$ cat src/design/hilbert_curve_move_generator_unit_assert.svh
// assertion macros for the hilbert curve move generator
`ifndef HILBERT_CURVE_MOVE_GENERATOR_UNIT_ASSERT_SVH
`define HILBERT_CURVE_MOVE_GENERATOR_UNIT_ASSERT_SVH

// same-cycle implication
`define HCMG_ASSERT_IMP(name, clk, rst_n, ante, cons, msg) \
  name: assert property (@(posedge clk) disable iff (!rst_n) (ante) |-> (cons)) \
    else $error(msg);

// next-cycle implication
`define HCMG_ASSERT_NXT(name, clk, rst_n, ante, cons, msg) \
  name: assert property (@(posedge clk) disable iff (!rst_n) (ante) |=> (cons)) \
    else $error(msg);

`endif

$ cat src/design/hcmg_pkg.sv
// shared types, constants and tables of the hilbert curve move generator
package hcmg_pkg;

  localparam int ORDER_MAX = 8;
  localparam int ORDER_W   = 4;
  localparam int IDX_W     = 16;
  localparam int POS_W     = 8;
  localparam int LEVEL_W   = 3;

  typedef enum logic [2:0] {
    ST_IDLE = 3'b001,
    ST_WALK = 3'b010,
    ST_MOVE = 3'b100
  } state_t;

  typedef enum logic [1:0] {
    DIR_PX = 2'd0,
    DIR_PY = 2'd1,
    DIR_NX = 2'd2,
    DIR_NY = 2'd3
  } dir_t;

  typedef struct packed {
    logic load;
    logic start;
    logic step;
    logic commit;
  } cmd_t;

  typedef struct packed {
    logic found;
    logic out_free;
  } stat_t;

  // sub-curve type per digit, rows are types a..d
  localparam logic [1:0] SUB_TYPE [4][4] = '{
    '{2'd3, 2'd0, 2'd0, 2'd1},
    '{2'd2, 2'd1, 2'd1, 2'd0},
    '{2'd1, 2'd2, 2'd2, 2'd3},
    '{2'd0, 2'd3, 2'd3, 2'd2}
  };

  // connector heading per type, for digits 1..3
  localparam logic [1:0] JOINT_DIR [4][3] = '{
    '{2'd2, 2'd3, 2'd0},
    '{2'd1, 2'd0, 2'd3},
    '{2'd0, 2'd1, 2'd2},
    '{2'd3, 2'd2, 2'd1}
  };

  function automatic logic [ORDER_W-1:0] clamp_order(input logic [ORDER_W-1:0] v);
    logic [ORDER_W-1:0] r;
    if (v == '0) begin
      r = ORDER_W'(1);
    end else if (v > ORDER_W'(ORDER_MAX)) begin
      r = ORDER_W'(ORDER_MAX);
    end else begin
      r = v;
    end
    return r;
  endfunction

  // 2^n - 1
  function automatic logic [POS_W-1:0] corner(input logic [ORDER_W-1:0] n);
    logic [POS_W:0] c;
    c = ((POS_W+1)'(1) << n) - (POS_W+1)'(1);
    return c[POS_W-1:0];
  endfunction

  // index of the final move, 4^n - 2
  function automatic logic [IDX_W-1:0] final_index(input logic [ORDER_W-1:0] n);
    logic [IDX_W:0] f;
    f = ((IDX_W+1)'(1) << {n, 1'b0}) - (IDX_W+1)'(2);
    return f[IDX_W-1:0];
  endfunction

endpackage

$ cat src/design/hcmg_ctrl.sv
// controller of the hilbert curve move generator
module hcmg_ctrl (
  input  logic           clk,
  input  logic           rst_n,
  input  logic           in_valid,
  output logic           in_ready,
  input  logic           cfg_valid,
  output logic           cfg_ready,
  input  hcmg_pkg::stat_t stat,
  output hcmg_pkg::cmd_t  cmd
);

  hcmg_pkg::state_t state_r, state_nxt;

  always_ff @(posedge clk) begin
    if (!rst_n) begin
      state_r <= hcmg_pkg::ST_IDLE;
    end else begin
      state_r <= state_nxt;
    end
  end

  always_comb begin
    state_nxt  = state_r;
    cmd.load   = 1'b0;
    cmd.start  = 1'b0;
    cmd.step   = 1'b0;
    cmd.commit = 1'b0;
    in_ready   = 1'b0;
    cfg_ready  = 1'b0;
    case (state_r)
      hcmg_pkg::ST_IDLE: begin
        cfg_ready = 1'b1;
        cmd.load  = cfg_valid;
        // a register write takes the cycle, the input beat waits
        in_ready  = !cfg_valid;
        cmd.start = in_valid && !cfg_valid;
        if (in_valid && !cfg_valid) begin
          state_nxt = hcmg_pkg::ST_WALK;
        end
      end
      hcmg_pkg::ST_WALK: begin
        cmd.step = 1'b1;
        if (stat.found) begin
          state_nxt = hcmg_pkg::ST_MOVE;
        end
      end
      hcmg_pkg::ST_MOVE: begin
        // wait here while the previous result is still held
        cmd.commit = stat.out_free;
        if (stat.out_free) begin
          state_nxt = hcmg_pkg::ST_IDLE;
        end
      end
      default: begin
        state_nxt = hcmg_pkg::ST_IDLE;
      end
    endcase
  end

endmodule

$ cat src/design/hcmg_dp.sv
// datapath of the hilbert curve move generator: digit walk, position and result register
module hcmg_dp (
  input  logic                            clk,
  input  logic                            rst_n,
  input  hcmg_pkg::cmd_t                  cmd,
  output hcmg_pkg::stat_t                 stat,
  input  logic                            in_restart,
  input  logic [hcmg_pkg::ORDER_W-1:0]    cfg_curve_order,
  input  logic                            out_ready,
  output logic                            out_valid,
  output logic [1:0]                      out_direction,
  output logic [hcmg_pkg::POS_W-1:0]      out_pos_x,
  output logic [hcmg_pkg::POS_W-1:0]      out_pos_y,
  output logic                            out_last
);

  logic [hcmg_pkg::ORDER_W-1:0] order_r, order_nxt;
  logic [hcmg_pkg::IDX_W-1:0]   idx_r, idx_nxt;
  logic [hcmg_pkg::POS_W-1:0]   x_r, x_nxt, y_r, y_nxt;
  logic                         out_valid_r, out_valid_nxt;
  logic [hcmg_pkg::LEVEL_W-1:0] level_r, level_nxt;
  logic [1:0]                   type_r, type_nxt;
  logic [1:0]                   dir_r, dir_nxt;
  logic [1:0]                   out_dir_r, out_dir_nxt;
  logic [hcmg_pkg::POS_W-1:0]   out_x_r, out_x_nxt, out_y_r, out_y_nxt;
  logic                         out_last_r, out_last_nxt;

  logic [hcmg_pkg::IDX_W-1:0]   t;
  logic [hcmg_pkg::LEVEL_W:0]   sh;
  logic [hcmg_pkg::IDX_W-1:0]   low_mask;
  logic [1:0]                   digit;
  logic                         low_zero;
  logic                         hit;
  logic [1:0]                   joint_sel;
  logic [hcmg_pkg::POS_W-1:0]   mx, my;
  logic                         is_last;
  logic [hcmg_pkg::ORDER_W-1:0] cfg_order;

  assign t        = idx_r + hcmg_pkg::IDX_W'(1);
  assign sh       = {level_r, 1'b0};
  assign digit    = 2'(t >> sh);
  assign low_mask = (hcmg_pkg::IDX_W'(1) << sh) - hcmg_pkg::IDX_W'(1);
  assign low_zero = ((t & low_mask) == '0);
  // lowest nonzero digit reached, or bottom level as a backstop
  assign hit      = (low_zero && (digit != 2'd0)) || (level_r == '0);
  assign joint_sel = (digit == 2'd0) ? 2'd0 : (digit - 2'd1);
  assign cfg_order = hcmg_pkg::clamp_order(cfg_curve_order);
  assign is_last   = (idx_r >= hcmg_pkg::final_index(order_r));

  always_comb begin
    mx = x_r;
    my = y_r;
    case (hcmg_pkg::dir_t'(dir_r))
      hcmg_pkg::DIR_PX: mx = x_r + hcmg_pkg::POS_W'(1);
      hcmg_pkg::DIR_PY: my = y_r + hcmg_pkg::POS_W'(1);
      hcmg_pkg::DIR_NX: mx = x_r - hcmg_pkg::POS_W'(1);
      hcmg_pkg::DIR_NY: my = y_r - hcmg_pkg::POS_W'(1);
      default: begin
        mx = x_r;
        my = y_r;
      end
    endcase
  end

  always_comb begin
    order_nxt     = order_r;
    idx_nxt       = idx_r;
    x_nxt         = x_r;
    y_nxt         = y_r;
    level_nxt     = level_r;
    type_nxt      = type_r;
    dir_nxt       = dir_r;
    out_dir_nxt   = out_dir_r;
    out_x_nxt     = out_x_r;
    out_y_nxt     = out_y_r;
    out_last_nxt  = out_last_r;
    out_valid_nxt = out_valid_r && !out_ready;

    if (cmd.load) begin
      order_nxt = cfg_order;
      idx_nxt   = '0;
      x_nxt     = hcmg_pkg::corner(cfg_order);
      y_nxt     = hcmg_pkg::corner(cfg_order);
    end else if (cmd.start) begin
      if (in_restart) begin
        idx_nxt = '0;
        x_nxt   = hcmg_pkg::corner(order_r);
        y_nxt   = hcmg_pkg::corner(order_r);
      end
      level_nxt = hcmg_pkg::LEVEL_W'(order_r - hcmg_pkg::ORDER_W'(1));
      type_nxt  = 2'd0;
    end else if (cmd.step) begin
      if (hit) begin
        dir_nxt = hcmg_pkg::JOINT_DIR[type_r][joint_sel];
      end else begin
        type_nxt  = hcmg_pkg::SUB_TYPE[type_r][digit];
        level_nxt = level_r - hcmg_pkg::LEVEL_W'(1);
      end
    end else if (cmd.commit) begin
      out_valid_nxt = 1'b1;
      out_dir_nxt   = dir_r;
      out_x_nxt     = mx;
      out_y_nxt     = my;
      out_last_nxt  = is_last;
      if (is_last) begin
        idx_nxt = '0;
        x_nxt   = hcmg_pkg::corner(order_r);
        y_nxt   = hcmg_pkg::corner(order_r);
      end else begin
        idx_nxt = idx_r + hcmg_pkg::IDX_W'(1);
        x_nxt   = mx;
        y_nxt   = my;
      end
    end
  end

  always_ff @(posedge clk) begin
    if (!rst_n) begin
      order_r     <= hcmg_pkg::ORDER_W'(1);
      idx_r       <= '0;
      x_r         <= hcmg_pkg::corner(hcmg_pkg::ORDER_W'(1));
      y_r         <= hcmg_pkg::corner(hcmg_pkg::ORDER_W'(1));
      out_valid_r <= 1'b0;
    end else begin
      order_r     <= order_nxt;
      idx_r       <= idx_nxt;
      x_r         <= x_nxt;
      y_r         <= y_nxt;
      out_valid_r <= out_valid_nxt;
    end
  end

  always_ff @(posedge clk) begin
    level_r    <= level_nxt;
    type_r     <= type_nxt;
    dir_r      <= dir_nxt;
    out_dir_r  <= out_dir_nxt;
    out_x_r    <= out_x_nxt;
    out_y_r    <= out_y_nxt;
    out_last_r <= out_last_nxt;
  end

  assign stat.found    = hit;
  assign stat.out_free = !out_valid_r || out_ready;

  assign out_valid     = out_valid_r;
  assign out_direction = out_dir_r;
  assign out_pos_x     = out_x_r;
  assign out_pos_y     = out_y_r;
  assign out_last      = out_last_r;

endmodule

$ cat src/design/hilbert_curve_move_generator_unit.sv
// top level of the hilbert curve move generator
//
// each input beat (in_restart) produces one output beat: the heading of the
// next unit move of the curve, the grid position after it, and a flag on the
// final move of the curve. in_restart=1 starts over from the corner
// (2^n-1, 2^n-1); after the final move the curve starts over by itself.
// cfg_curve_order sets the order n (0 reads as 1, above 8 reads as 8) and
// restarts the curve; cfg_ready is high only while the block is idle, and a
// write there holds off an input beat offered in the same cycle.
// an item goes from acceptance to output valid through these steps: the accept,
// a walk over the base-4 digits of the move index from the top down to the
// lowest nonzero digit, and the move step that applies the move. the digit
// walk is the limit on throughput.
// the result sits in an output register, so the next beat is accepted while
// a result waits; a stalled receiver holds the next result in the move step.
// synchronous active-low reset: order 1, position (1,1), move index 0, no
// result pending.
module hilbert_curve_move_generator_unit (
  input  logic                         clk,
  input  logic                         rst_n,
  input  logic                         in_valid,
  output logic                         in_ready,
  input  logic                         in_restart,
  output logic                         out_valid,
  input  logic                         out_ready,
  output logic [1:0]                   out_direction,
  output logic [hcmg_pkg::POS_W-1:0]   out_pos_x,
  output logic [hcmg_pkg::POS_W-1:0]   out_pos_y,
  output logic                         out_last,
  input  logic                         cfg_valid,
  output logic                         cfg_ready,
  input  logic [hcmg_pkg::ORDER_W-1:0] cfg_curve_order
);

  hcmg_pkg::cmd_t  cmd;
  hcmg_pkg::stat_t stat;

  hcmg_ctrl u_ctrl (
    .clk       (clk),
    .rst_n     (rst_n),
    .in_valid  (in_valid),
    .in_ready  (in_ready),
    .cfg_valid (cfg_valid),
    .cfg_ready (cfg_ready),
    .stat      (stat),
    .cmd       (cmd)
  );

  hcmg_dp u_dp (
    .clk             (clk),
    .rst_n           (rst_n),
    .cmd             (cmd),
    .stat            (stat),
    .in_restart      (in_restart),
    .cfg_curve_order (cfg_curve_order),
    .out_ready       (out_ready),
    .out_valid       (out_valid),
    .out_direction   (out_direction),
    .out_pos_x       (out_pos_x),
    .out_pos_y       (out_pos_y),
    .out_last        (out_last)
  );

`include "hilbert_curve_move_generator_unit_assert.svh"

  `HCMG_ASSERT_NXT(a_busy_after_accept, clk, rst_n, in_valid && in_ready, !in_ready, "busy")
  `HCMG_ASSERT_NXT(a_commit_shows_result, clk, rst_n, cmd.commit, out_valid, "commit lost")
  `HCMG_ASSERT_IMP(a_result_from_move, clk, rst_n, $rose(out_valid), !$past(in_ready), "from idle")

endmodule

$ cat config.mk
export PLATFORM = sky130hd
export DESIGN_NAME = hilbert_curve_move_generator_unit
export DESIGN_NICKNAME = d
export VERILOG_FILES = /design/src/design/hcmg_pkg.sv /design/src/design/hcmg_ctrl.sv /design/src/design/hcmg_dp.sv /design/src/design/hilbert_curve_move_generator_unit.sv
export VERILOG_INCLUDE_DIRS = /design/src /design/src/design
export SDC_FILE = /design/constraint.sdc
export NUM_CORES = 1
export LEC_CHECK = 0
export ABC_AREA = 1
export ABC_CLOCK_PERIOD_IN_PS = 2600
export BUFFER_PORTS_ARGS = -buffer_cell sky130_fd_sc_hd__buf_2
export CELL_PAD_IN_SITES_DETAIL_PLACEMENT = 0
export CELL_PAD_IN_SITES_GLOBAL_PLACEMENT = 1
export CORE_ASPECT_RATIO = 1.25
export CORE_MARGIN = 8
export CORE_UTILIZATION = 30
export DETAILED_ROUTE_END_ITERATION = 6
export GPL_TIMING_DRIVEN = 0
export PLACE_DENSITY = 0.7
export SLEW_MARGIN = 10
export SYNTH_ARGS = -nofsm -noshare
export SYNTH_HDL_FRONTEND = slang
export SYNTH_SLANG_ARGS = --single-unit
$ cat constraint.sdc
create_clock -name clk -period 2.6 [get_ports clk]
set_input_delay 0.52 -clock clk [delete_from_list [all_inputs] [get_ports clk]]
set_output_delay 0.52 -clock clk [all_outputs]
set_load 0.03 [all_outputs]
# Yosys cells after proc, flatten, opt, wreduce, memory -nomap -nowiden
# Cells that the tools add are included.
[totals] latch_bits=0 romBits=0 reg_bits=66 elab_cells=132 out_inout_bits=22 mem_count=0 mem_bits_rw=0
[op_classes] bitwise_logic=8 n_div=0 n_shift=5 n_mux=51 n_eq_ne=14 reduce_logical=24 n_mul=0 addsub=12 n_lt_le_gt_ge=5
[op_table] cell="2-to-1 mux 8 bit" n=13
[op_table] cell="2-to-1 mux 16 bit" n=5
[op_table] cell="one-hot mux 8 bit (2 select lines)" n=2
[op_table] cell="2-to-1 mux 3 bit" n=6
[op_table] cell="adder 16 x 1 -> 16 bit (second input constant)" n=1
[op_table] cell="adder 8 x 1 -> 8 bit (second input constant)" n=2
[op_table] cell="bitwise AND 16 bit" n=1
[op_table] cell="binary-select mux 8 bit (select 2 bit)" n=1
[op_table] cell="greater-or-equal comparator 16 bit" n=1
[op_table] cell="logical NOT 16 bit" n=1
[op_table] cell="2-to-1 mux 2 bit" n=8
[op_table] cell="left shift 1 x 4 -> 16 bit (first input constant)" n=1
[op_table] cell="left shift 1 x 4 -> 8 bit (first input constant)" n=2
[op_table] cell="left shift 1 x 5 -> 16 bit (first input constant)" n=1
[op_table] cell=">> shifter 16 x 4 -> 2 bit" n=1
[op_table] cell="subtractor 16 x 2 -> 16 bit (second input constant)" n=1
[op_table] cell="subtractor 16 x 3 -> 16 bit (second input constant)" n=1
[op_table] cell="subtractor 8 x 1 -> 8 bit (second input constant)" n=2
[op_table] cell="subtractor 8 x 2 -> 8 bit (second input constant)" n=2
[op_table] cell="binary-select mux 6 bit (select 2 bit)" n=1
[op_table] cell="2-to-1 mux 6 bit" n=2
[op_table] cell="AND reduction 3 bit" n=4
[op_table] cell="greater-or-equal comparator 3 bit (second input constant)" n=3
[op_table] cell="inverter 2 -> 3 bit" n=3
[op_table] cell="other kinds (27)" n=54

# Logic depth before layout (Yosys ltp)
# Gate-level depths: netlist (run 1).
[depth] depth_word=9 ltp_mapped=25 depth_no_buf=25

# Cells and area by module
# A second synthesis (run 1) with hierarchy kept.
[unflattened] cells_unflattened=767 area_unflattened_um2=5112.4
[by_module_without_submodules] mod="hcmg_dp" instances=1 cells_each=734 area_each_um2=4902.2 seq_area_each_um2=1521.5
[by_module_without_submodules] mod="hcmg_ctrl" instances=1 cells_each=33 area_each_um2=210.2 seq_area_each_um2=60.1

# Least setup slack after synthesis (run 1)
# No wires, ideal clock.
[synth_path] path_kind="flip-flop to flip-flop" startpoint="register u_dp.order_r[0] (netlist name)" endpoint="register u_dp.x_r[6] (netlist name)" arrival_time_ps=2777 synth_period_minus_slack_ps=2847 path_stages_with_launch=23 path_buffers=1 path_slack_ps=-247 setup_time_ps=70 path_cell_list="dfxtp_1 -> inv_1 -> nor2_1 -> inv_1 -> nor2_1 -> inv_1 -> ha_1 -> inv_1 -> nor2_1 -> inv_1 -> nand3_1 -> nand2_1 -> inv_1 -> ha_1 -> nand2_1 -> nor4_1 -> nand2_1 -> nand4_2 -> inv_1 -> buf_2 -> nand2_1 -> nand3_1 -> a21oi_1"
[synth_between] elab_chain_cells=8
[synth_lines] element="start: declaration" line_no="hcmg_dp.sv:17" source="logic [hcmg_pkg::ORDER_W-1:0] order_r, order_nxt;"
[synth_lines] element="start signal: assignment" line_no="hcmg_dp.sv:119" source="order_r <= hcmg_pkg::ORDER_W'(1);"
[synth_lines] element="start signal: assignment" line_no="hcmg_dp.sv:125" source="order_r <= order_nxt;"
[synth_lines] element="left shift 1 x 5 -> 16 bit" line_no="hcmg_pkg.sv:73" source="f = ((IDX_W+1)'(1) << {n, 1'b0}) - (IDX_W+1)'(2);"
[synth_lines] element="subtractor 16 x 3 -> 16 bit" line_no="hcmg_pkg.sv:73"
[synth_lines] element="greater-or-equal comparator 16 bit" line_no="hcmg_dp.sv:48" source="assign is_last = (idx_r >= hcmg_pkg::final_index(order_r));"
[synth_lines] element="2-to-1 mux 8 bit" line_no="hcmg_dp.sv:105" source="if (is_last) begin"
[synth_lines] element="2-to-1 mux 8 bit" line_no="hcmg_dp.sv:99" source="end else if (cmd.commit) begin"
[synth_lines] element="2-to-1 mux 8 bit" line_no="hcmg_dp.sv:92" source="end else if (cmd.step) begin"
[synth_lines] element="2-to-1 mux 8 bit (*)" line_no="hcmg_dp.sv:84" source="end else if (cmd.start) begin"
[synth_lines] element="2-to-1 mux 8 bit (*)" line_no="hcmg_dp.sv:79" source="if (cmd.load) begin"
[synth_lines] element="end signal: assignment" line_no="hcmg_dp.sv:121" source="x_r <= hcmg_pkg::corner(hcmg_pkg::ORDER_W'(1));"
[synth_lines] element="end signal: assignment" line_no="hcmg_dp.sv:127" source="x_r <= x_nxt;"
[synth_lines] element="end: declaration" line_no="hcmg_dp.sv:19" source="logic [hcmg_pkg::POS_W-1:0] x_r, x_nxt, y_r, y_nxt;"
# Mark *: on every way between the ends. The rest lies on a longest branch, timed or not. The select of a mux whose other input is x is not followed.
# A chain may end at the register's enable or synchronous reset.

# Final worst setup path (run 1)
[layout_path] startpoint="register u_dp.order_r[0] (netlist name)" endpoint="register u_dp.y_r[7] (netlist name)"
[layout_between] elab_chain_cells=8
[layout_lines] element="left shift 1 x 5 -> 16 bit" line_no="hcmg_pkg.sv:73"
[layout_lines] element="subtractor 16 x 3 -> 16 bit" line_no="hcmg_pkg.sv:73"
[layout_lines] element="greater-or-equal comparator 16 bit" line_no="hcmg_dp.sv:48"
[layout_lines] element="2-to-1 mux 8 bit" line_no="hcmg_dp.sv:105"
[layout_lines] element="2-to-1 mux 8 bit" line_no="hcmg_dp.sv:99"
[layout_lines] element="2-to-1 mux 8 bit" line_no="hcmg_dp.sv:92"
[layout_lines] element="2-to-1 mux 8 bit (*)" line_no="hcmg_dp.sv:84"
[layout_lines] element="2-to-1 mux 8 bit (*)" line_no="hcmg_dp.sv:79"
[layout_lines] element="end signal: assignment" line_no="hcmg_dp.sv:122" source="y_r <= hcmg_pkg::corner(hcmg_pkg::ORDER_W'(1));"
[layout_lines] element="end signal: assignment" line_no="hcmg_dp.sv:128" source="y_r <= y_nxt;"
[layout_lines] element="end: declaration" line_no="hcmg_dp.sv:19"
# Marked as above.

==> metrics.md, run 1 <==
| Metric | Value |
|---|---|
| Placed Cells incl. Taps | `1000` |
| Fraction of the core area covered by cells at the end of the flow | `about two fifths` |
| Floorplan die area | `21100 sq um` |
| Sum of routed wire length over all layers | `15400 um` |
| Final Hold Slack | `0.468 ns` |
| Most common cell after layout, fill and taps aside | `sky130_fd_sc_hd__nand2_1` |
| Biggest fanout along the worst timing path | `5` |
| Hold path startpoint | `u_dp.dir_r[0]` |
| Required time of the critical path | `2.87 ns` |
| Reg2reg start | `u_dp.order_r[0]` |
| Post-detailed-route via-to-cell ratio | `4.75` |
| Nets | `882` |
| Synth top area share | `16.0%` |
| Initial Utilization | `between 30% and 40%` |
| Final instance count without filler cells | `between 1000 and 1500` |
| Relative slew slack | `58.2%` |
| Number of distinct library cells after synthesis | `46` |
| Die height | `between 150 and 200 um` |
| Arrival time of data at the critical path endpoint | `~3.1 ns` |
| Avg WL per Cell | `14.5 um` |
| Number of synthesized flops with an enable pin | `26` |
| DRT antenna net count | `0` |
| Critical path class | `flip-flop to flip-flop` |
| First-pass DRT Iterations | `5` |
| DRC violations left | `0` |
| Cell internal power dissipation | `0.00240 W` |
| Total routing resource utilization after global routing | `14.3%` |
| Vias in the first global route | `4941` |
| Number of max-slew violations in the final report | `0` |
| Worst Setup End Kind | `flip-flop` |
| Top cell type by total area after synthesis | `sky130_fd_sc_hd__dfxtp_1` |
| Fill count | `1757` |
| IR drop worst, VDD | `around 0.26 mV` |
| Global-route wire length before repair | `24600 um` |
| Setup slack of the critical path after layout | `-0.183 ns` |
| Syn nets | `796` |
| Launch point of the worst path | `u_dp.order_r[0]` |
| Worst-margin pin slew | `approximately 0.63 ns` |
| Antenna diodes | `0` |
| Number of buffers on the longest clock path | `2` |
| Violated checks | `negative setup slack` |
| Count of warnings emitted by yosys | `0` |
| Flip-flop and latch count after synthesis | `66` |
| Count of input and output buffers | `31` |
| TritonCTS clock tree | `done` |
| Sw frac | `between 30% and 40%` |
| RSZ-0062 raised after global routing | `true` |
| Sequential share of power | `33.6%` |
| Power density over cell area | `537 nW/um^2` |
| Number of buffers inserted for hold repair after clock tree synthesis | `0` |
| HPWL Detailed | `11400 um` |
| Crit start category | `flip-flop` |
| Final worst path period share | `107%` |
| Top flip-flop cell by instance count after synthesis | `sky130_fd_sc_hd__dfxtp_1` |
| Floorplan die width | `132 um` |
| Commonest cells after routing, fill and taps aside | `180 x sky130_fd_sc_hd__nand2_1, 99 x sky130_fd_sc_hd__inv_1, 54 x sky130_fd_sc_hd__nand3_1, 51 x sky130_fd_sc_hd__nor2_1, 45 x sky130_fd_sc_hd__a21oi_1` |
| Antenna violations before repair | `0` |
| Core region area | `16600 sq um` |
| CTS clk-pin slew, worst paths | `roughly 0.06 ns` |
| Share of layout cells above drive strength 1 | `26.2%` |
| Cell row count | `53` |
| Global placer's final weighted congestion | `0.904` |
| Share of synthesized area occupied by flip-flops and latches | `about a third` |
| Routed vias | `5033` |
| Root Buffer Master | `sky130_fd_sc_hd__clkbuf_16` |
| Clock sink count | `66` |
| Pre-CTS setup slack | `-0.528 ns` |
| Layout overhead on the synthesized area | `32.1%` |
| Pin count of the biggest net entering global routing | `21` |
| Worst clock skew | `roughly 0.0076 ns` |
| Leak pwr | `2.97 nW` |
| Fmax achieved | `approximately 0.36 GHz` |
| Endpoint of the worst setup timing path | `u_dp.y_r[7]` |
| Max-cap check violation count | `0` |
| Final global-route overflow total | `0` |
| Worst-skew pair later-pin latency | `approximately 0.34 ns` |
| Combinational share of power | `28.8%` |
| Total Neg Setup Slack | `-4.08 ns` |
| Total number of H-tree levels | `3` |
| CTS Buf Count | `9` |
| Synthesized netlist cell count | `about 750` |
| Number of design-rule violations left by the first detailed-router iteration | `248` |
| Capture instance of the worst register-to-register path | `u_dp.y_r[7]` |
| Switching Power | `roughly 0.0012 W` |
| Run status | `finished with violations` |
| Count of endpoints failing setup in the final report | `31` |
| Number of I/O pins | `32` |
| Avg Cell Area, Syn | `~6.7 sq um` |
| Number of endpoints with negative hold slack in the final report | `0` |
| Kind of path behind the tightest hold check | `flip-flop to flip-flop` |
| Async set-or-reset flop fraction in the synthesized netlist | `0%` |
| Register-to-register path setup slack | `-0.18 ns` |
| Clock share of power | `37.5%` |
| Netlist area before placement | `5020 sq um` |
| R2R depth | `19` |
| Main area contributors after synthesis | `sky130_fd_sc_hd__dfxtp_1 16%, sky130_fd_sc_hd__edfxtp_1 16%, sky130_fd_sc_hd__nand2_1 15%, sky130_fd_sc_hd__ha_1 8.7%, sky130_fd_sc_hd__inv_1 8.5%` |
| Minimum period implied by the final worst setup slack | `2.78 ns` |
[flip-flops by register name, indices dropped and copies added (netlist names)]
signal              flops
u_dp.type_r             2
u_dp.order_r            4
u_dp.out_pos_x          8
u_dp.out_valid          1
u_dp.x_r                8
u_dp.level_r            3
u_dp.out_last           1
u_dp.idx_r             16
u_dp.dir_r              2
u_ctrl.state_r          3
u_dp.y_r                8
u_dp.out_pos_y          8
u_dp.out_direction      2
[cell families after synthesis]
kind of cell             Yosys count  share of synthesized area (%)
AND/OR/NAND/NOR                  375                           33.3
buffers and inverters            135                           10.4
AO/OA/AOI/OAI                    127                           13.8
flip-flops                        66                           31.5
adder cells (fa/ha/maj)           37                           9.53
XOR/XNOR                           8                           1.40
other                              1                         0.0748
[synthesized netlist by cell type (2+ instances only)]
library cell	n
sky130_fd_sc_hd__nand3b_1	7
sky130_fd_sc_hd__a22oi_1	4
sky130_fd_sc_hd__nor2_1	59
sky130_fd_sc_hd__ha_1	35
sky130_fd_sc_hd__nand4_1	8
sky130_fd_sc_hd__clkinv_1	3
sky130_fd_sc_hd__xor2_1	5
sky130_fd_sc_hd__clkbuf_1	5
sky130_fd_sc_hd__o21bai_1	2
sky130_fd_sc_hd__nand2_2	8
sky130_fd_sc_hd__edfxtp_1	26
sky130_fd_sc_hd__dfxtp_1	40
sky130_fd_sc_hd__nor2_2	3
sky130_fd_sc_hd__o21ai_0	49
sky130_fd_sc_hd__or2_2	3
sky130_fd_sc_hd__nor3_1	4
sky130_fd_sc_hd__a31oi_1	2
sky130_fd_sc_hd__nor2_4	6
sky130_fd_sc_hd__buf_4	2
sky130_fd_sc_hd__o21ai_1	2
sky130_fd_sc_hd__a21oi_1	56
sky130_fd_sc_hd__buf_2	6
sky130_fd_sc_hd__nand3_1	65
sky130_fd_sc_hd__inv_2	4
sky130_fd_sc_hd__a21oi_2	4
sky130_fd_sc_hd__inv_1	114
sky130_fd_sc_hd__fa_1	2
sky130_fd_sc_hd__nand2_1	204
sky130_fd_sc_hd__nand3_2	2
sky130_fd_sc_hd__xnor2_1	3
[stage by stage]
| step | area (sq um) | total power, W |
|---|---|---|
| after floorplan | 5070 | 0.00176 |
| after global placement | 5510 | 0.00195 |
| after detailed placement | 5510 | 0.00195 |
| after CTS | 6270 | 0.00344 |
| after global routing | 6630 | 0.00376 |
| final | 6630 | 0.00356 |
[power groups by stage]
stage / registers [W] / clock network (W) / logic [W]
final: 0.00120 / 0.00133 / 0.00102
after floorplan: 0.00119 / 0 / 0.000565
after CTS: 0.00119 / 0.00136 / 0.000884
after global placement: 0.00121 / 0 / 0.000738
after detailed placement: 0.00121 / 0 / 0.000740
after global routing: 0.00120 / 0.00140 / 0.00116
[layout make-up]
cell class / count / area [sq um] / share of cell area [%]
well taps: 220 / 275 / 4.15
multi-input cells: 549 / 3340 / 50.4
clock inverters: 7 / 103 / 1.55
clock buffers: 9 / 225 / 3.40
repair buffers: 74 / 527 / 7.95
plain buffers: 14 / 93.8 / 1.42
inverters: 121 / 465 / 7.02
flip-flops and latches: 66 / 1600 / 24.1
[worst min path at each step]
stage / to / slack (ns) / cells after the start
finish: u_dp.out_direction[0] / 0.47 / 0
global route: u_dp.out_direction[0] / 0.49 / 0
CTS: u_dp.out_direction[0] / 0.46 / 0
detailed placement: u_dp.out_direction[0] / 0.44 / 0
global placement: u_dp.out_direction[0] / 0.45 / 0
floorplan: u_dp.out_direction[0] / 0.42 / 0
[worst max-delay path: stages (launching register included)]
cell and delay, ns:
sky130_fd_sc_hd__dfxtp_4 0.36, sky130_fd_sc_hd__inv_4 0.04, sky130_fd_sc_hd__nor2_4 0.11, sky130_fd_sc_hd__inv_2 0.06, sky130_fd_sc_hd__nor2_4 0.13, sky130_fd_sc_hd__inv_2 0.07, sky130_fd_sc_hd__ha_4 0.18, sky130_fd_sc_hd__buf_4 0.13
sky130_fd_sc_hd__nand2_2 0.07, sky130_fd_sc_hd__o21ai_2 0.05, sky130_fd_sc_hd__ha_1 0.29, sky130_fd_sc_hd__nand2_2 0.08, sky130_fd_sc_hd__nor4_4 0.37, sky130_fd_sc_hd__nand2_2 0.15, sky130_fd_sc_hd__nand4_4 0.16, sky130_fd_sc_hd__inv_4 0.07
sky130_fd_sc_hd__clkbuf_16 0.16, sky130_fd_sc_hd__nand2_4 0.06, sky130_fd_sc_hd__nand3_2 0.05, sky130_fd_sc_hd__a21oi_1 0.15
[layer usage]
layer / global-route usage (%) / part of all wire, % / vias up
met5: 0 / 0 / -
met4: 6.75 / 3.1 / 0
met3: 2.16 / 2.5 / 29
met2: 26.5 / 52 / 84
met1: 15.5 / 43 / 2303
li1: - / - / 2617
[what timing repair did]
| action | in CTS | in global routing |
|---|---|---|
| cloned | 1 | 2 |
| buffers inserted | 39 | 4 |
| resized for setup | 38 | 83 |
| setup endpoints to repair | 44 | 48 |
| pin swaps | 17 | 31 |
(Power assumes the default switching activity.)
==> run 2: changes to the inputs <==
--- a/config.mk
+++ b/config.mk
@@ -17,6 +17,7 @@
 export DETAILED_ROUTE_END_ITERATION = 6
 export GPL_TIMING_DRIVEN = 0
 export PLACE_DENSITY = 0.7
+export SKIP_LAST_GASP = 1
 export SLEW_MARGIN = 10
 export SYNTH_ARGS = -nofsm -noshare
 export SYNTH_HDL_FRONTEND = slang
==> run 2 against run 1 <==
The run still ends with negative setup slack left. Maximum frequency hardly changed. Routed wire length is 0.18% lower. Sequential share of layout area hardly changed. Critical path depth stayed put. Critical path type unchanged. Largest power group unchanged. Highest routed layer unchanged.
==> metrics.md, run 2 (synthesis results as in run 1) <==
| Metric | Value |
|---|---|
| Sum of routed wire length over all layers | `15400 um (about the same)` |
| Root Buffer Master | `sky130_fd_sc_hd__clkbuf_16 (unchanged)` |
| Fill count | `1761 (was 1757)` |
| Global-route wire length before repair | `24600 um (unchanged)` |
| Worst Setup End Kind | `flip-flop (unchanged)` |
| Antenna diodes | `0 (unchanged)` |
| DRT antenna net count | `0 (unchanged)` |
| Met3 demand-to-capacity share in global routing | `2.16% (unchanged)` |
| FF/Latch Area | `1600 sq um (unchanged)` |
| Post-detailed-route via-to-cell ratio | `4.74 (was 4.75)` |
| Final Hold Slack | `0.468 ns (about the same)` |
| Fmax achieved | `0.360 GHz (was 0.359 GHz)` |
| Violated checks | `negative setup slack (unchanged)` |
| Floorplan die width | `132 um (unchanged)` |
| Met1 layer usage reported by global route | `15.5% (unchanged)` |
| Final worst path period share | `107% (about the same)` |
| Max-cap check violation count | `0 (unchanged)` |
| IR drop worst, VDD | `0.256 mV (about the same)` |
| Floorplan die area | `21100 sq um (unchanged)` |
| Crit start category | `flip-flop (unchanged)` |
| Final instance count without filler cells | `1060 (unchanged)` |
| Placed Cells incl. Taps | `1000 (unchanged)` |
| Nets | `882 (unchanged)` |
| Relative slew slack | `58.4% (was 58.2%)` |
| CTS clk-pin slew, worst paths | `0.06 ns (about the same)` |
| Launch point of the worst path | `u_dp.order_r[0] (unchanged)` |
| Avg WL per Cell | `14.5 um (about the same)` |
| Number of I/O pins | `32 (unchanged)` |
| Die height | `161 um (unchanged)` |
| RSZ-0062 raised after global routing | `true (unchanged)` |
| Kind of path behind the tightest hold check | `flip-flop to flip-flop (unchanged)` |
| Required time of the critical path | `2.88 ns (was 2.87 ns)` |
| Total area of multi-input combinational cells | `3330 sq um (was 3340 sq um)` |
| Setup slack of the critical path after layout | `-0.181 ns (was -0.183 ns)` |
| Antenna violations before repair | `0 (unchanged)` |
| Core region area | `16600 sq um (unchanged)` |
| Arrival time of data at the critical path endpoint | `3.06 ns (about the same)` |
| DRC violations left | `0 (unchanged)` |
| CTS Buf Count | `9 (unchanged)` |
| Total power | `0.00355 W (was 0.00356 W)` |
| Number of buffers on the longest clock path | `2 (unchanged)` |
| Pre-CTS setup slack | `-0.528 ns (unchanged)` |
| Clock sink count | `66 (unchanged)` |
| TritonCTS clock tree | `done (unchanged)` |
| Count of input and output buffers | `31 (unchanged)` |
| Biggest register | `u_dp.idx_r (unchanged)` |
| Worst-margin pin slew | `0.624 ns (was 0.627 ns)` |
| R2R depth | `19 (unchanged)` |
| Pin count of the biggest net entering global routing | `21 (unchanged)` |
| Layout overhead on the synthesized area | `31.9% (was 32.1%)` |
| Total routing resource utilization after global routing | `14.3% (unchanged)` |
| Most Used Layer, Global Route | `met2 (unchanged)` |
| Initial Utilization | `30.3% (unchanged)` |
| Endpoint of the worst setup timing path | `u_dp.x_r[7] (was u_dp.y_r[7])` |
| Power density over cell area | `537 nW/um^2 (about the same)` |
| Leak pwr | `2.97 nW (about the same)` |
| Biggest fanout along the worst timing path | `5 (unchanged)` |
| Count of endpoints failing setup in the final report | `31 (unchanged)` |
| Critical path class | `flip-flop to flip-flop (unchanged)` |
| Cell row count | `53 (unchanged)` |
| Minimum period implied by the final worst setup slack | `2.78 ns (about the same)` |
| Share of layout cells above drive strength 1 | `25.7% (was 26.2%)` |
| Number of buffers inserted for hold repair after clock tree synthesis | `0 (unchanged)` |
| Commonest cells after routing, fill and taps aside | `184 x sky130_fd_sc_hd__nand2_1, 99 x sky130_fd_sc_hd__inv_1, 54 x sky130_fd_sc_hd__nand3_1, 51 x sky130_fd_sc_hd__nor2_1, 45 x sky130_fd_sc_hd__a21oi_1 (was 180 x sky130_fd_sc_hd__nand2_1, 99 x sky130_fd_sc_hd__inv_1, 54 x sky130_fd_sc_hd__nand3_1, 51 x sky130_fd_sc_hd__nor2_1, 45 x sky130_fd_sc_hd__a21oi_1)` |
| Global-route met2 utilization | `26.5% (unchanged)` |
| Run status | `finished with violations (unchanged)` |
| Worst clock skew | `0.00763 ns (was 0.00761 ns)` |
| Number of endpoints with negative hold slack in the final report | `0 (unchanged)` |
| Final global-route overflow total | `0 (unchanged)` |
| Number of design-rule violations left by the first detailed-router iteration | `243 (was 248)` |
| Total number of H-tree levels | `3 (unchanged)` |
| Capture instance of the worst register-to-register path | `u_dp.x_r[7] (was u_dp.y_r[7])` |
| Vias in the first global route | `4941 (unchanged)` |
| Global placer's final weighted congestion | `0.904 (unchanged)` |
| Reg2reg start | `u_dp.order_r[0] (unchanged)` |
| Worst-skew pair later-pin latency | `0.34 ns (about the same)` |
| Most common cell after layout, fill and taps aside | `sky130_fd_sc_hd__nand2_1 (unchanged)` |
| HPWL Detailed | `11400 um (unchanged)` |
| First-pass DRT Iterations | `5 (unchanged)` |
| Routed vias | `5026 (was 5033)` |
| Number of max-slew violations in the final report | `0 (unchanged)` |
| Register-to-register path setup slack | `-0.18 ns (about the same)` |
| Max FFs per register | `16 (unchanged)` |
==> run 2: cell types whose count changed in the layout (fill, tap and decap cells not counted) <==
| cell | before | now |
|---|---|---|
| sky130_fd_sc_hd__nand2_1 | 180 | 184 |
| sky130_fd_sc_hd__nand2_2 | 26 | 22 |
==> run 2: worst min-delay path by stage <==
stage / startpoint / to / slack, ns / depth (start not counted)
2_1_floorplan: u_dp.dir_r[0] / u_dp.out_direction[0] / 0.42 / 0
3_3_place_gp: u_dp.dir_r[0] / u_dp.out_direction[0] / 0.45 / 0
3_5_place_dp: u_dp.dir_r[0] / u_dp.out_direction[0] / 0.44 / 0
4_1_cts: u_dp.dir_r[0] / u_dp.out_direction[0] / 0.46 / 0
5_1_grt: u_dp.dir_r[0] / u_dp.out_direction[0] / 0.49 / 0
6_report: u_dp.dir_r[0] / u_dp.out_direction[0] / 0.47 / 0
==> run 2: layer usage <==
layer  vias to the layer above  wire (um)
met1                      2311       6510
li1                       2620          -
met3                        27        376
met4                         0        463
met5                         -          0
met2                        68       8010
==> run 2: final cells by class <==
type,count,area share [%]
Inverter,121,7.03
Tap cell,220,4.16
Clock buffer,9,3.40
Clock inverter,7,1.55
Timing Repair Buffer,74,7.96
Buffer,14,1.42
Multi-Input combinational cell,549,50.4
Sequential cell,66,24.1
==> run 2: repair_timing <==
action                                 CTS  global route
endpoints found under the hold margin    0             0
setup endpoints to repair               44            48
pin swaps                               17            31
gates resized for setup                 38            79
cloned                                   1             2
buffers inserted                        39             4
==> run 2: critical path, stage by stage, from the launching register on <==
cell                        delay (ns)
sky130_fd_sc_hd__dfxtp_4          0.36
sky130_fd_sc_hd__inv_4            0.04
sky130_fd_sc_hd__nor2_4           0.11
sky130_fd_sc_hd__inv_2            0.06
sky130_fd_sc_hd__nor2_4           0.13
sky130_fd_sc_hd__inv_2            0.07
sky130_fd_sc_hd__ha_4             0.18
sky130_fd_sc_hd__buf_4            0.13
sky130_fd_sc_hd__nand2_2          0.07
sky130_fd_sc_hd__o21ai_2          0.05
sky130_fd_sc_hd__ha_1             0.29
sky130_fd_sc_hd__nand2_2          0.08
sky130_fd_sc_hd__nor4_4           0.37
sky130_fd_sc_hd__nand2_2          0.15
sky130_fd_sc_hd__nand4_4          0.16
sky130_fd_sc_hd__inv_4            0.07
sky130_fd_sc_hd__clkbuf_16        0.16
sky130_fd_sc_hd__nand2_2          0.06
sky130_fd_sc_hd__nand3_2          0.06
sky130_fd_sc_hd__a21oi_2          0.14
==> run 2: per-stage QoR <==
step,TNS [ns],util [%],instance area (sq um)
CTS,-5.94,37.8,6270
global placement,-14.60,33.2,5510
finish,-4.06,39.9,6620
detailed placement,-15.09,33.2,5510
floorplan,0,-,5070
global route,-8.45,39.9,6620
==> run 2: power breakdown <==
part	total [W]	internal, W	switching, W	leakage, nW
Clock	0.00134	0.000847	0.000488	0.156
Combinational	0.00102	0.000415	0.000605	2.25
Sequential	0.00120	0.00114	0.0000578	0.564
Total	0.00355	0.00240	0.00115	2.97
